`src/rtl/core/wsfe_pkg.sv`:
```
// wsfe_pkg: shared types and constants of the websocket client frame encoder
package wsfe_pkg;

	localparam int unsigned MaxPayloadDefault = 1024;
	localparam logic [31:0] SeedDefault = 32'h9e37_79b9;
	localparam int unsigned CfgAddrWidth = 3;

	typedef enum logic [1:0] {
		ST_OK       = 2'd0,
		ST_TOO_LONG = 2'd1,
		ST_NO_FRAME = 2'd2
	} status_t;

	typedef enum logic {
		MODE_START   = 1'b0,
		MODE_PAYLOAD = 1'b1
	} mode_t;

	typedef enum logic [0:0] {
		REG_MASK_SEED = 1'b0
	} reg_idx_t;

	typedef struct packed {
		logic        load;
		logic [31:0] word;
	} seed_load_t;

endpackage

```
`src/rtl/core/wsfe_ifs.sv`:
```
// wsfe_ifs: valid/ready channel interfaces for input items and result bytes
interface wsfe_in_if;
	logic        valid;
	logic        ready;
	logic        mode;
	logic [3:0]  frame_opcode;
	logic [15:0] frame_length;
	logic [7:0]  payload_byte;

	modport source (output valid, output mode, output frame_opcode, output frame_length,
		output payload_byte, input ready);
	modport sink (input valid, input mode, input frame_opcode, input frame_length,
		input payload_byte, output ready);
endinterface

interface wsfe_out_if;
	logic       valid;
	logic       ready;
	logic [7:0] out_byte;
	logic       run_last;
	logic       frame_end;
	logic [1:0] status;

	modport source (output valid, output out_byte, output run_last, output frame_end,
		output status, input ready);
	modport sink (input valid, input out_byte, input run_last, input frame_end,
		input status, output ready);
endinterface

```
`src/rtl/core/wsfe_apb_regs.sv`:
```
// wsfe_apb_regs: apb register port holding the mask seed
module wsfe_apb_regs (
	input  logic                                   clk,
	input  logic                                   arst_n,
	input  logic                                   psel,
	input  logic                                   penable,
	input  logic                                   pwrite,
	input  logic [wsfe_pkg::CfgAddrWidth-1:0]      paddr,
	input  logic [31:0]                            pwdata,
	output logic [31:0]                            prdata,
	output logic                                   pready,
	output wsfe_pkg::seed_load_t                   seed_load
);

	logic [31:0] mask_seed_q;
	logic        hit;
	logic        wr;

	assign hit    = (paddr[wsfe_pkg::CfgAddrWidth-1] == wsfe_pkg::REG_MASK_SEED);
	assign wr     = psel && penable && pwrite && hit;
	assign pready = 1'b1;
	assign prdata = hit ? mask_seed_q : 32'd0;

	always_ff @(posedge clk or negedge arst_n) begin
		if (!arst_n) begin
			mask_seed_q <= wsfe_pkg::SeedDefault;
		end else if (wr) begin
			mask_seed_q <= pwdata;
		end
	end

	// zero seed would stick the generator
	assign seed_load.load = wr;
	assign seed_load.word = (pwdata == 32'd0) ? wsfe_pkg::SeedDefault : pwdata;

endmodule

```
`src/rtl/core/websocket_client_frame_encoder_unit.sv`:
```
// websocket_client_frame_encoder_unit: masked client websocket frame encoder, top level
//
//  channel  | dir | transaction
//  ---------+-----+-------------------------------------------------------------
//  in_ch    | in  | mode, frame_opcode, frame_length, payload_byte
//  out_ch   | out | out_byte, run_last, frame_end, status
//  apb      | in  | mask_seed write/read at byte addresses 0 to 3
//
//  a payload item, a rejected start or an orphan payload byte yields one result
//  an accepted start yields 6 header bytes (length below 126) or 8, one header
//  byte per cycle unless out_ch stalls, from the header sequencer in the item stage
//  out_ch ready low holds the output register and stalls the item stage
//  reset clears all control and frame state and loads the default seed
module websocket_client_frame_encoder_unit #(
	parameter int unsigned MAX_PAYLOAD = wsfe_pkg::MaxPayloadDefault
) (
	input  logic                              clk,
	input  logic                              arst_n,
	wsfe_in_if.sink                           in_ch,
	wsfe_out_if.source                        out_ch,
	input  logic                              psel,
	input  logic                              penable,
	input  logic                              pwrite,
	input  logic [wsfe_pkg::CfgAddrWidth-1:0] paddr,
	input  logic [31:0]                       pwdata,
	output logic [31:0]                       prdata,
	output logic                              pready
);

	localparam logic [15:0] MaxLen = 16'(MAX_PAYLOAD);

	function automatic logic [31:0] xs_step(input logic [31:0] w);
		logic [31:0] x;
		x = w;
		x = x ^ (x << 13);
		x = x ^ (x >> 17);
		x = x ^ (x << 5);
		return x;
	endfunction

	wsfe_pkg::seed_load_t seed_load;

	wsfe_apb_regs u_regs (
		.clk       (clk),
		.arst_n    (arst_n),
		.psel      (psel),
		.penable   (penable),
		.pwrite    (pwrite),
		.paddr     (paddr),
		.pwdata    (pwdata),
		.prdata    (prdata),
		.pready    (pready),
		.seed_load (seed_load)
	);

	// item stage
	logic        vld_s1;
	logic        mode_s1;
	logic [3:0]  opc_s1;
	logic [15:0] len_s1;
	logic [7:0]  pb_s1;
	logic [2:0]  idx_q;

	// frame state
	logic [31:0] prng_q;
	logic [7:0]  mask_q [4];
	logic [15:0] left_q;
	logic [1:0]  pos_q;
	logic        open_q;

	// output register
	logic        out_vld_q;
	logic [7:0]  out_byte_q;
	logic        out_last_q;
	logic        out_end_q;
	logic [1:0]  out_st_q;

	logic        emit;
	logic        retire;
	logic        is_start;
	logic        too_long;
	logic        ext;
	logic [2:0]  last_idx;
	logic [1:0]  mask_k;
	logic        is_mask;
	logic [31:0] step;
	logic [7:0]  nx_byte;
	logic        nx_last;
	logic        nx_end;
	wsfe_pkg::status_t nx_st;

	assign emit        = vld_s1 && (!out_vld_q || out_ch.ready);
	assign retire      = emit && nx_last;
	assign in_ch.ready = !vld_s1 || retire;

	assign is_start = (mode_s1 == wsfe_pkg::MODE_START);
	assign too_long = (len_s1 > MaxLen);
	assign ext      = (len_s1 >= 16'd126);
	assign last_idx = ext ? 3'd7 : 3'd5;
	assign mask_k   = ext ? 2'(idx_q - 3'd4) : 2'(idx_q - 3'd2);
	assign is_mask  = ext ? (idx_q >= 3'd4) : (idx_q >= 3'd2);
	assign step     = xs_step(prng_q);

	always_comb begin
		nx_byte = 8'd0;
		nx_last = 1'b1;
		nx_end  = 1'b0;
		nx_st   = wsfe_pkg::ST_OK;
		if (is_start) begin
			if (too_long) begin
				nx_st = wsfe_pkg::ST_TOO_LONG;
			end else begin
				nx_last = (idx_q == last_idx);
				nx_end  = nx_last && (len_s1 == 16'd0);
				if (is_mask) begin
					nx_byte = step[7:0];
				end else begin
					case (idx_q)
						3'd0: nx_byte = {4'h8, opc_s1};
						3'd1: nx_byte = ext ? 8'd254 : {1'b1, len_s1[6:0]};
						3'd2: nx_byte = len_s1[15:8];
						3'd3: nx_byte = len_s1[7:0];
						default: nx_byte = 8'd0;
					endcase
				end
			end
		end else if (!open_q) begin
			nx_st = wsfe_pkg::ST_NO_FRAME;
		end else begin
			nx_byte = pb_s1 ^ mask_q[pos_q];
			nx_end  = (left_q == 16'd1);
		end
	end

	always_ff @(posedge clk or negedge arst_n) begin
		if (!arst_n) begin
			vld_s1 <= 1'b0;
			idx_q  <= 3'd0;
		end else begin
			if (in_ch.valid && in_ch.ready) begin
				vld_s1 <= 1'b1;
			end else if (retire) begin
				vld_s1 <= 1'b0;
			end
			if (retire) begin
				idx_q <= 3'd0;
			end else if (emit) begin
				idx_q <= idx_q + 3'd1;
			end
		end
	end

	always_ff @(posedge clk) begin
		if (in_ch.valid && in_ch.ready) begin
			mode_s1 <= in_ch.mode;
			opc_s1  <= in_ch.frame_opcode;
			len_s1  <= in_ch.frame_length;
			pb_s1   <= in_ch.payload_byte;
		end
	end

	always_ff @(posedge clk or negedge arst_n) begin
		if (!arst_n) begin
			prng_q <= wsfe_pkg::SeedDefault;
			for (int i = 0; i < 4; i++) begin
				mask_q[i] <= 8'd0;
			end
			left_q <= 16'd0;
			pos_q  <= 2'd0;
			open_q <= 1'b0;
		end else if (seed_load.load) begin
			prng_q <= seed_load.word;
		end else if (emit && nx_st == wsfe_pkg::ST_OK) begin
			if (is_start) begin
				if (is_mask) begin
					prng_q         <= step;
					mask_q[mask_k] <= step[7:0];
				end
				if (nx_last) begin
					left_q <= len_s1;
					pos_q  <= 2'd0;
					open_q <= (len_s1 != 16'd0);
				end
			end else begin
				left_q <= left_q - 16'd1;
				pos_q  <= pos_q + 2'd1;
				open_q <= (left_q != 16'd1);
			end
		end
	end

	always_ff @(posedge clk or negedge arst_n) begin
		if (!arst_n) begin
			out_vld_q <= 1'b0;
		end else if (emit) begin
			out_vld_q <= 1'b1;
		end else if (out_ch.ready) begin
			out_vld_q <= 1'b0;
		end
	end

	always_ff @(posedge clk) begin
		if (emit) begin
			out_byte_q <= nx_byte;
			out_last_q <= nx_last;
			out_end_q  <= nx_end;
			out_st_q   <= nx_st;
		end
	end

	assign out_ch.valid     = out_vld_q;
	assign out_ch.out_byte  = out_byte_q;
	assign out_ch.run_last  = out_last_q;
	assign out_ch.frame_end = out_end_q;
	assign out_ch.status    = out_st_q;

endmodule

```
`src/flat_wrapper.sv`:
```
// flat-port wrapper written by rule: the top's interface ports become plain ports
module websocket_client_frame_encoder_unit_flat 
#(
	parameter int unsigned MAX_PAYLOAD = wsfe_pkg::MaxPayloadDefault
)
  (clk, arst_n, psel, penable, pwrite, paddr, pwdata, prdata, pready, in_ch_valid, in_ch_mode, in_ch_frame_opcode, in_ch_frame_length, in_ch_payload_byte, in_ch_ready, out_ch_valid, out_ch_out_byte, out_ch_run_last, out_ch_frame_end, out_ch_status, out_ch_ready);
  wsfe_in_if in_ch_i ();
  wsfe_out_if out_ch_i ();
  input  logic clk;
  input  logic arst_n;
  input  logic psel;
  input  logic penable;
  input  logic pwrite;
  input  logic [wsfe_pkg::CfgAddrWidth-1:0] paddr;
  input  logic [31:0] pwdata;
  output logic [31:0] prdata;
  output logic pready;
  input wire logic [$bits(in_ch_i.valid)-1:0] in_ch_valid;
  input wire logic [$bits(in_ch_i.mode)-1:0] in_ch_mode;
  input wire logic [$bits(in_ch_i.frame_opcode)-1:0] in_ch_frame_opcode;
  input wire logic [$bits(in_ch_i.frame_length)-1:0] in_ch_frame_length;
  input wire logic [$bits(in_ch_i.payload_byte)-1:0] in_ch_payload_byte;
  output wire logic [$bits(in_ch_i.ready)-1:0] in_ch_ready;
  output wire logic [$bits(out_ch_i.valid)-1:0] out_ch_valid;
  output wire logic [$bits(out_ch_i.out_byte)-1:0] out_ch_out_byte;
  output wire logic [$bits(out_ch_i.run_last)-1:0] out_ch_run_last;
  output wire logic [$bits(out_ch_i.frame_end)-1:0] out_ch_frame_end;
  output wire logic [$bits(out_ch_i.status)-1:0] out_ch_status;
  input wire logic [$bits(out_ch_i.ready)-1:0] out_ch_ready;
  assign in_ch_i.valid = in_ch_valid;
  assign in_ch_i.mode = in_ch_mode;
  assign in_ch_i.frame_opcode = in_ch_frame_opcode;
  assign in_ch_i.frame_length = in_ch_frame_length;
  assign in_ch_i.payload_byte = in_ch_payload_byte;
  assign in_ch_ready = in_ch_i.ready;
  assign out_ch_valid = out_ch_i.valid;
  assign out_ch_out_byte = out_ch_i.out_byte;
  assign out_ch_run_last = out_ch_i.run_last;
  assign out_ch_frame_end = out_ch_i.frame_end;
  assign out_ch_status = out_ch_i.status;
  assign out_ch_i.ready = out_ch_ready;
  websocket_client_frame_encoder_unit #(.MAX_PAYLOAD(MAX_PAYLOAD)) u_core (.clk(clk), .arst_n(arst_n), .in_ch(in_ch_i), .out_ch(out_ch_i), .psel(psel), .penable(penable), .pwrite(pwrite), .paddr(paddr), .pwdata(pwdata), .prdata(prdata), .pready(pready));
endmodule
```
`config.mk`:
```
export PLATFORM = sky130hd
export DESIGN_NAME = websocket_client_frame_encoder_unit_flat
export DESIGN_NICKNAME = d
export VERILOG_FILES = /design/src/rtl/core/wsfe_pkg.sv /design/src/rtl/core/wsfe_ifs.sv /design/src/rtl/core/wsfe_apb_regs.sv /design/src/rtl/core/websocket_client_frame_encoder_unit.sv /design/src/flat_wrapper.sv
export SDC_FILE = /design/constraint.sdc
export NUM_CORES = 1
export LEC_CHECK = 0
export BUFFER_PORTS_ARGS = -buffer_cell sky130_fd_sc_hd__buf_4
export CAP_MARGIN = 30
export CELL_PAD_IN_SITES_DETAIL_PLACEMENT = 2
export CELL_PAD_IN_SITES_GLOBAL_PLACEMENT = 2
export CORE_AREA = 4 4 152 154
export DETAILED_ROUTE_END_ITERATION = 6
export DIE_AREA = 0 0 156 158
export PLACE_DENSITY = 0.87
export SKIP_CTS_REPAIR_TIMING = 1
export SYNTH_ARGS = -nofsm -noshare
export SYNTH_HDL_FRONTEND = slang
export SYNTH_HIERARCHICAL = 1
export SYNTH_SLANG_ARGS = --single-unit
export TNS_END_PERCENT = 50
```
`constraint.sdc`:
```
create_clock -name clk -period 4.7 [get_ports clk]
set_input_delay 0.235 -clock clk [delete_from_list [all_inputs] [get_ports clk]]
set_output_delay 0.235 -clock clk [all_outputs]
set_load 0.01 [all_outputs]
```
==> metrics.yaml, run 1 <==
run_status: "completed"
yosys.area_share.simple_pct: 14.9
finalNetCount: 1000
syn_nets: 876
ys.flop_type: "dfrtp_1"
cts_buffer_depth: 2
clk_latency_ns: 0.45
clock.fmax_mhz: 289
core_area_mm2: 0.0217
grt_pass1_vias: 7814
die_h_um: 158
path_max_fanout: 29
crit_path_end_kind: "register"
ys_seq_elements: 161
slowest_stage: "a31o_2"
clk_pin_slew_ns: 0.08
synth-xor-area-share_pct: 9.56
cp_num_buf_inv: 0
postSynthAreaPerCell_um2: 11.0
period_minus_slack_ns: 3.46
power.leakage_nw: 4.32
drive_gt1_share_pct: 30.0
power.density_mw_per_mm2: 446
start_util_pct: 40.5
synthAdderAreaFrac_pct: 0.854
vias: 7045
ys_types: 75
cp_cell_sequence: "or4_4, nor2_4, mux2i_1, o21ai_1, nand2_1, a31o_2"
synthArstFlopShare_pct: 74.5
gp_congestion: 0.796
io_buffers: 114
htree_num_levels: 4
final_cell_count_no_fill: 1216
firstDrtPassIters: 5
slew_viol_final: 0
synth_top_family_by_area: "simple AND/OR/NAND/NOR gates"
ios: 118
relSlewSlack_pct: 36.4
min_path_type: "primary input to register"
hold_viol: 0
dpl.cell_count: 1153
hpwl_um: 21200
crit_arrival_ns: 3.53
synth_compound_area_share_pct: 12.1
fin_crit_sh_pct: 73.7
regToRegSetupSlack_ns: 1.24
cts_sinks: 161
yosysSeqAreaShare_pct: 48.7
grt_overflow: 0
maxCapViolCount: 0
vias_per_cell: 5.79
muxShareOfSynthArea_pct: 9.69
synthToLayoutAreaGrowth_pct: 21.9
tightestPinTransition_ns: 0.946
fin_tns_setup_ns: 0
fin_util_pct: 49.4
fin_worst_skew_ns: 0.0167
syn_area_mm2: 0.00879
cp-start-kind: "register"
track_usage_pct: 25.9
num-fill-cells: 2134
crit_family: "compound AO/OA/AOI/OAI gates"
crit_required_ns: 4.77
drc: 0
grt_max_degree: 54
num_rows: 54
wire_per_inst_um: 27.3
ant_nets: 0
critPathKind: "register to register"
cts_root_buf: "clkbuf_16"
antenna_found_initial: 1
grt_pass1_wl_um: 48300
ir_drop_mv: 0.254
synth-edff-count: 41
finalSetupViolCount: 0
cts_tree: "yes"
dieArea_mm2: 0.0246
dieWidth_um: 156
yosys_warnings: 6
n_antenna_cell: 0
rsz0062_at_grt: "false"
cts_made_buffers: 17
routed_wirelength_um: 33200
drt_iter0_drc: 440
max_stage_delay_ns: 0.83
netlist_instances: 799
## final cells by class
cell class,count,area (µm²),share of cell area (%)
flip-flops and latches,161,4280,40.0
multi-input cells,567,4160,38.8
repair buffers,159,1270,11.8
clock buffers,19,475,4.44
well taps,280,350,3.27
clock inverters,13,111,1.04
inverters,17,63.8,0.596
## final timing paths
kind,to,start,cells past startpoint
setup / recovery,u_core/pb_s1[7]$_DFFE_PP_,u_core/len_s1[10]$_DFFE_PP_,6
hold / removal,u_core/prng_q[24]$_DFFE_PN0P_,pwdata[24],3
setup reg to reg,u_core/pb_s1[7]$_DFFE_PP_,u_core/len_s1[10]$_DFFE_PP_,6
hold reg to reg,u_core/mask_q[13]$_DFFE_PN0P_,u_core/mask_q[13]$_DFFE_PN0P_,2
max in group asynchronous,u_core/left_q[15]$_DFFE_PN0P_,arst_n,3
min in group asynchronous,u_core/mask_q[10]$_DFFE_PN0P_,arst_n,2
## metal layers
| metal | up-vias | part of all wire [%] | global-route usage [%] | wire [µm] |
|---|---|---|---|---|
| li1 | 3089 | - | - | - |
| met1 | 3654 | 40 | 31.1 | 13300 |
| met2 | 230 | 51 | 45.8 | 17100 |
| met3 | 70 | 4.6 | 5.49 | 1520 |
| met4 | 2 | 3.9 | 9.75 | 1290 |
| met5 | - | 0.039 | 0 | 13 |
## layout by cell type, fill, tap and decap left out, types with 4 or more instances in the layout
| cell | instances |
|---|---|
| inv_6 | 5 |
| mux4_2 | 8 |
| o21bai_1 | 20 |
| nand3_1 | 13 |
| o21ai_1 | 20 |
| mux2i_1 | 9 |
| nor3_2 | 5 |
| o22ai_1 | 8 |
| dfrtp_1 | 80 |
| nand2_1 | 77 |
| nor2b_1 | 39 |
| mux2_4 | 29 |
| buf_4 | 129 |
| or3_1 | 5 |
| dlygate4sd3_1 | 30 |
| nor4_1 | 12 |
| o221a_2 | 6 |
| o21ai_0 | 51 |
| inv_1 | 15 |
| o31ai_1 | 5 |
| mux2_2 | 13 |
| ha_1 | 6 |
| nand4_1 | 7 |
| dfstp_2 | 40 |
| clkbuf_16 | 19 |
| nor3_1 | 35 |
| a21oi_1 | 13 |
| xnor2_1 | 59 |
| edfxtp_1 | 41 |
| nand2b_1 | 4 |
| xor2_1 | 37 |
| nor2_1 | 27 |
## metrics by stage
stage | area, µm² | hold slack [ns] | setup WS [ns] | total power [mW]
6_report | 10700 | 0.0541 | 1.24 | 4.78
5_1_grt | 10700 | 0.0387 | 1.14 | 4.99
4_1_cts | 10400 | -0.299 | 1.42 | 4.73
3_5_place_dp | 9820 | 0.186 | 1.43 | 3.25
3_3_place_gp | 9800 | 0.178 | 1.52 | 3.15
2_1_floorplan | 8790 | -0.0606 | 2.09 | 2.75
## flip-flops by register name (all words and copies together) (netlist names)
signal                     cells
u_core/pb_s1                   8
u_core/opc_s1                  4
u_core/idx_q                   3
u_core/out_ch.frame_end        1
u_core/mask_q                 32
u_core/mode_s1                 1
u_core/len_s1                 16
u_core/left_q                 16
u_core/prng_q                 32
u_core/u_regs/mask_seed_q     32
u_core/vld_s1                  1
u_core/out_ch.run_last         1
u_core/out_ch.valid            1
u_core/out_ch.out_byte         8
u_core/out_ch.status           2
u_core/open_q                  1
u_core/pos_q                   2
## kinds of logic after synthesis
kind of cell / after synthesis
DFF: 161
AOI/OAI and AO/OA: 160
muxes: 59
and+or+nand+nor: 245
xor gates and xnor gates: 96
buffers and inverters: 71
other: 1
adders and majority gates: 6
## worst reg2reg max path: cells and delay by family (launching register included)
family	cells	cell delay, ns
multiplexers	1	0.35
AND/OR/NAND/NOR	3	1.05
flip-flops	1	0.58
AO/OA/AOI/OAI	2	1.07
## where the power goes
part	switching (mW)	internal, mW	leakage (nW)
sequential	0.286	1.70	1.84
clock	0.673	0.758	0.290
combinational	0.749	0.609	2.18
total	1.71	3.07	4.32
## synth_stat cells, drive strengths merged, types with 4 or more instances
library cell   n  share of area [%]
buf           18                1.7
mux2          42                6.6
clkbuf        35                1.6
o21bai        20                1.7
mux4           8                2.0
edfxtp        41                 14
o221a          6               0.77
mux2i          9                1.0
inv           16               0.68
nand2b         4               0.28
o211ai         4               0.40
nand4          7               0.50
o21ai         72                4.1
nand3         13               0.74
xnor2         59                5.9
o31ai          5               0.43
xor2          37                3.7
o22ai          8               0.57
nor4          14                1.2
nor3          40                2.6
nor2          28                1.3
or3            5               0.36
nor2b         39                2.8
nand2         77                3.3
or4            5               0.51
ha             6               0.85
dfstp         40                 12
dfrtp         80                 23
or2            4               0.28
a21oi         13               0.74
(Power assumes the default switching activity.)
==> inputs of run 2 (changes only) <==
--- a/config.mk
+++ b/config.mk
@@ -9,10 +9,10 @@
 export CAP_MARGIN = 30
 export CELL_PAD_IN_SITES_DETAIL_PLACEMENT = 2
 export CELL_PAD_IN_SITES_GLOBAL_PLACEMENT = 2
-export CORE_AREA = 4 4 152 154
+export CORE_AREA = 4 4 158 160
 export DETAILED_ROUTE_END_ITERATION = 6
-export DIE_AREA = 0 0 156 158
-export PLACE_DENSITY = 0.87
+export DIE_AREA = 0 0 162 164
+export PLACE_DENSITY = 0.82
 export SKIP_CTS_REPAIR_TIMING = 1
 export SYNTH_ARGS = -nofsm -noshare
 export SYNTH_HDL_FRONTEND = slang
==> constraint.sdc (replaced) <==
create_clock -name clk -period 3.4 [get_ports clk]
set_input_delay 0.17 -clock clk [delete_from_list [all_inputs] [get_ports clk]]
set_output_delay 0.17 -clock clk [all_outputs]
set_load 0.01 [all_outputs]
==> run 2 against run 1 <==
The run now ends with negative hold slack left. Global-route usage down 4.0 points. Clock power up 27%. Power up 34%. Final cell count up 5.3%. Critical path type is now register to primary output. Largest power group unchanged. Highest routed layer is now met4.
==> metrics.yaml, run 2 (same netlist as run 1, synthesis figures left out) <==
drive_gt1_share_pct: 29.4  # -0.57 points
gp_congestion: 0.818  # +2.7%
finalNetCount: 1025  # +2.5%
crit_path_end_kind: "primary output"
grt_pass1_vias: 7810  # -0.051%
power_mw: 6.38  # +34%
slew_viol_final: 0  # unchanged
clk_pin_slew_ns: 0.07  # about the same
fin_crit_sh_pct: 91.0
final_area_mm2: 0.0110  # +2.5%
cp_cell_sequence: "or4_4, nor2_4, mux2i_1, o21ai_1, nand2_1, a21bo_2, buf_4"
routed_wirelength_um: 30800  # -7.2%
wire_per_inst_um: 24.1  # -12%
hpwl_um: 20500  # -3.5%
worst_hold_slack_ns: -0.00361  # -0.0577 ns
slowest_stage: "or4_4"
mostFrequentLayoutCell: "buf_4"
ant_nets: 0  # unchanged
cts_buffer_depth: 2  # unchanged
clock.fmax_mhz: 323
ios: 118  # unchanged
hold_viol: 3  # +3
crit_arrival_ns: 2.92  # -0.61 ns
rsz0062_at_grt: "false"
path_max_fanout: 6  # -79%
num_rows: 56  # +3.7%
crit_required_ns: 3.23  # -1.54 ns
place_area_mm2: 0.00995  # +1.3%
fin_ws_ns: 0.305  # -0.931 ns
start_util_pct: 37.6  # -3.0 points
cp-start-kind: "register"
ir_drop_mv: 0.267  # +5.4%
finalSetupViolCount: 0  # unchanged
dieWidth_um: 162  # +3.8%
cts_tree: "yes"
track_usage_pct: 21.9  # -4.0 points
power.leakage_nw: 4.40  # +2.0%
die_h_um: 164  # +3.8%
synthToLayoutAreaGrowth_pct: 24.9
period_minus_slack_ns: 3.09
critPathKind: "register to primary output"
maxCapViolCount: 0  # unchanged
cts_made_buffers: 17  # unchanged
firstDrtPassIters: 5  # unchanged
htree_num_levels: 4  # unchanged
clk_latency_ns: 0.44  # about the same
grt_max_degree: 68  # +26%
cts_sinks: 161  # unchanged
violations: "negative hold slack"
tightestPinTransition_ns: 0.912  # -0.0342 ns
relSlewSlack_pct: 38.7  # +2.3 points
core_area_mm2: 0.0234  # +7.9%
cts_root_buf: "clkbuf_16"
n_antenna_cell: 0  # unchanged
layout_common_cells: "buf_4, dfrtp_1, nand2_1"
max_stage_delay_ns: 0.60  # -0.23 ns
min_path_type: "primary input to register"
antenna_found_initial: 0  # -1
dieArea_mm2: 0.0266  # +7.8%
grt_overflow: 0  # unchanged
preCtsSetupSlack_ns: 0.474  # -0.954 ns
power.density_mw_per_mm2: 581  # +30%
drt_iter0_drc: 294  # -33%
vias: 6967  # -1.1%
run_status: "finished with violations"
fin_tns_setup_ns: 0  # unchanged
grt_pass1_wl_um: 45200  # -6.3%
fin_worst_skew_ns: 0.0125  # -0.00426 ns
fin_util_pct: 46.9  # -2.5 points
num-fill-cells: 2416  # +13%
io_buffers: 114  # unchanged
drc: 0  # unchanged
vias_per_cell: 5.44  # -6.1%
reg.largest.list: "u_core/mask_q: 32 flops, u_core/prng_q: 32 flops, u_core/u_regs/mask_seed_q: 32 flops"
==> run 2: cell count changes in the layout (fill, tap and decap cells not counted), moves of 2 or more <==
cell           before  now
clkinvlp_4          1    4
clkinv_2            1    6
dlygate4sd3_1      30   49
inv_8               2    0
clkbuf_1            0    3
clkinv_4            3    0
buf_4             129  132
buf_12              0    3
inv_6               5    0
clkbuf_16          19   17
==> run 2: layer usage <==
metal | vias up | share of wire [%] | GRT usage, %
li1 | 3135 | - | -
met2 | 171 | 54 | 39.9
met3 | 38 | 3.7 | 3.99
met4 | 0 | 1.8 | 7.34
met5 | - | 0 | 0
met1 | 3623 | 40 | 26.3
==> run 2: where the power goes <==
group / switching (mW) / internal, mW
Sequential: 0.371 / 2.35
Combinational: 0.974 / 0.866
Clock: 0.820 / 0.996
==> run 2: worst max-delay path, delay by kind of cell (launching register included) <==
kind                   cells  cell delay (ns)
buffers and inverters      1             0.14
AO/OA/AOI/OAI              2             0.69
multiplexers               1             0.17
AND/OR/NAND/NOR            3             1.05
flip-flops                 1             0.45
==> run 2: worst paths after layout <==
| path | startpoint | slack [ns] | end | depth (start not counted) |
|---|---|---|---|---|
| setup / recovery | u_core/len_s1[14]$_DFFE_PP_ | 0.31 | in_ch_ready | 7 |
| hold / removal | pwdata[19] | -0.004 | u_core/prng_q[19]$_DFFE_PN0P_ | 2 |
| setup reg to reg | u_core/len_s1[14]$_DFFE_PP_ | 0.35 | u_core/mask_q[7]$_DFFE_PN0P_ | 7 |
| hold reg to reg | u_core/mask_q[25]$_DFFE_PN0P_ | 0.49 | u_core/mask_q[25]$_DFFE_PN0P_ | 2 |
| max in group asynchronous | arst_n | 2.14 | u_core/prng_q[13]$_DFFE_PN1P_ | 3 |
| min in group asynchronous | arst_n | 0.35 | u_core/mask_q[26]$_DFFE_PN0P_ | 2 |
==> run 2: cell type report <==
type,instances,area [µm²],share of cell area (%)
clock buffers,20,437,3.98
clock inverters,12,93.8,0.855
inverters,17,63.8,0.581
multi-input cells,567,4160,37.9
flip-flops and latches,161,4280,39.0
well taps,319,399,3.64
repair buffers,184,1540,14.0
==> run 2: per-stage QoR <==
stage	hold slack, ns	instances
CTS	-0.170	1230
finish	-0.00361	1280
global route	-0.00987	1280
global placement	0.291	1196
detailed placement	0.298	1198
floorplan	-0.126	799
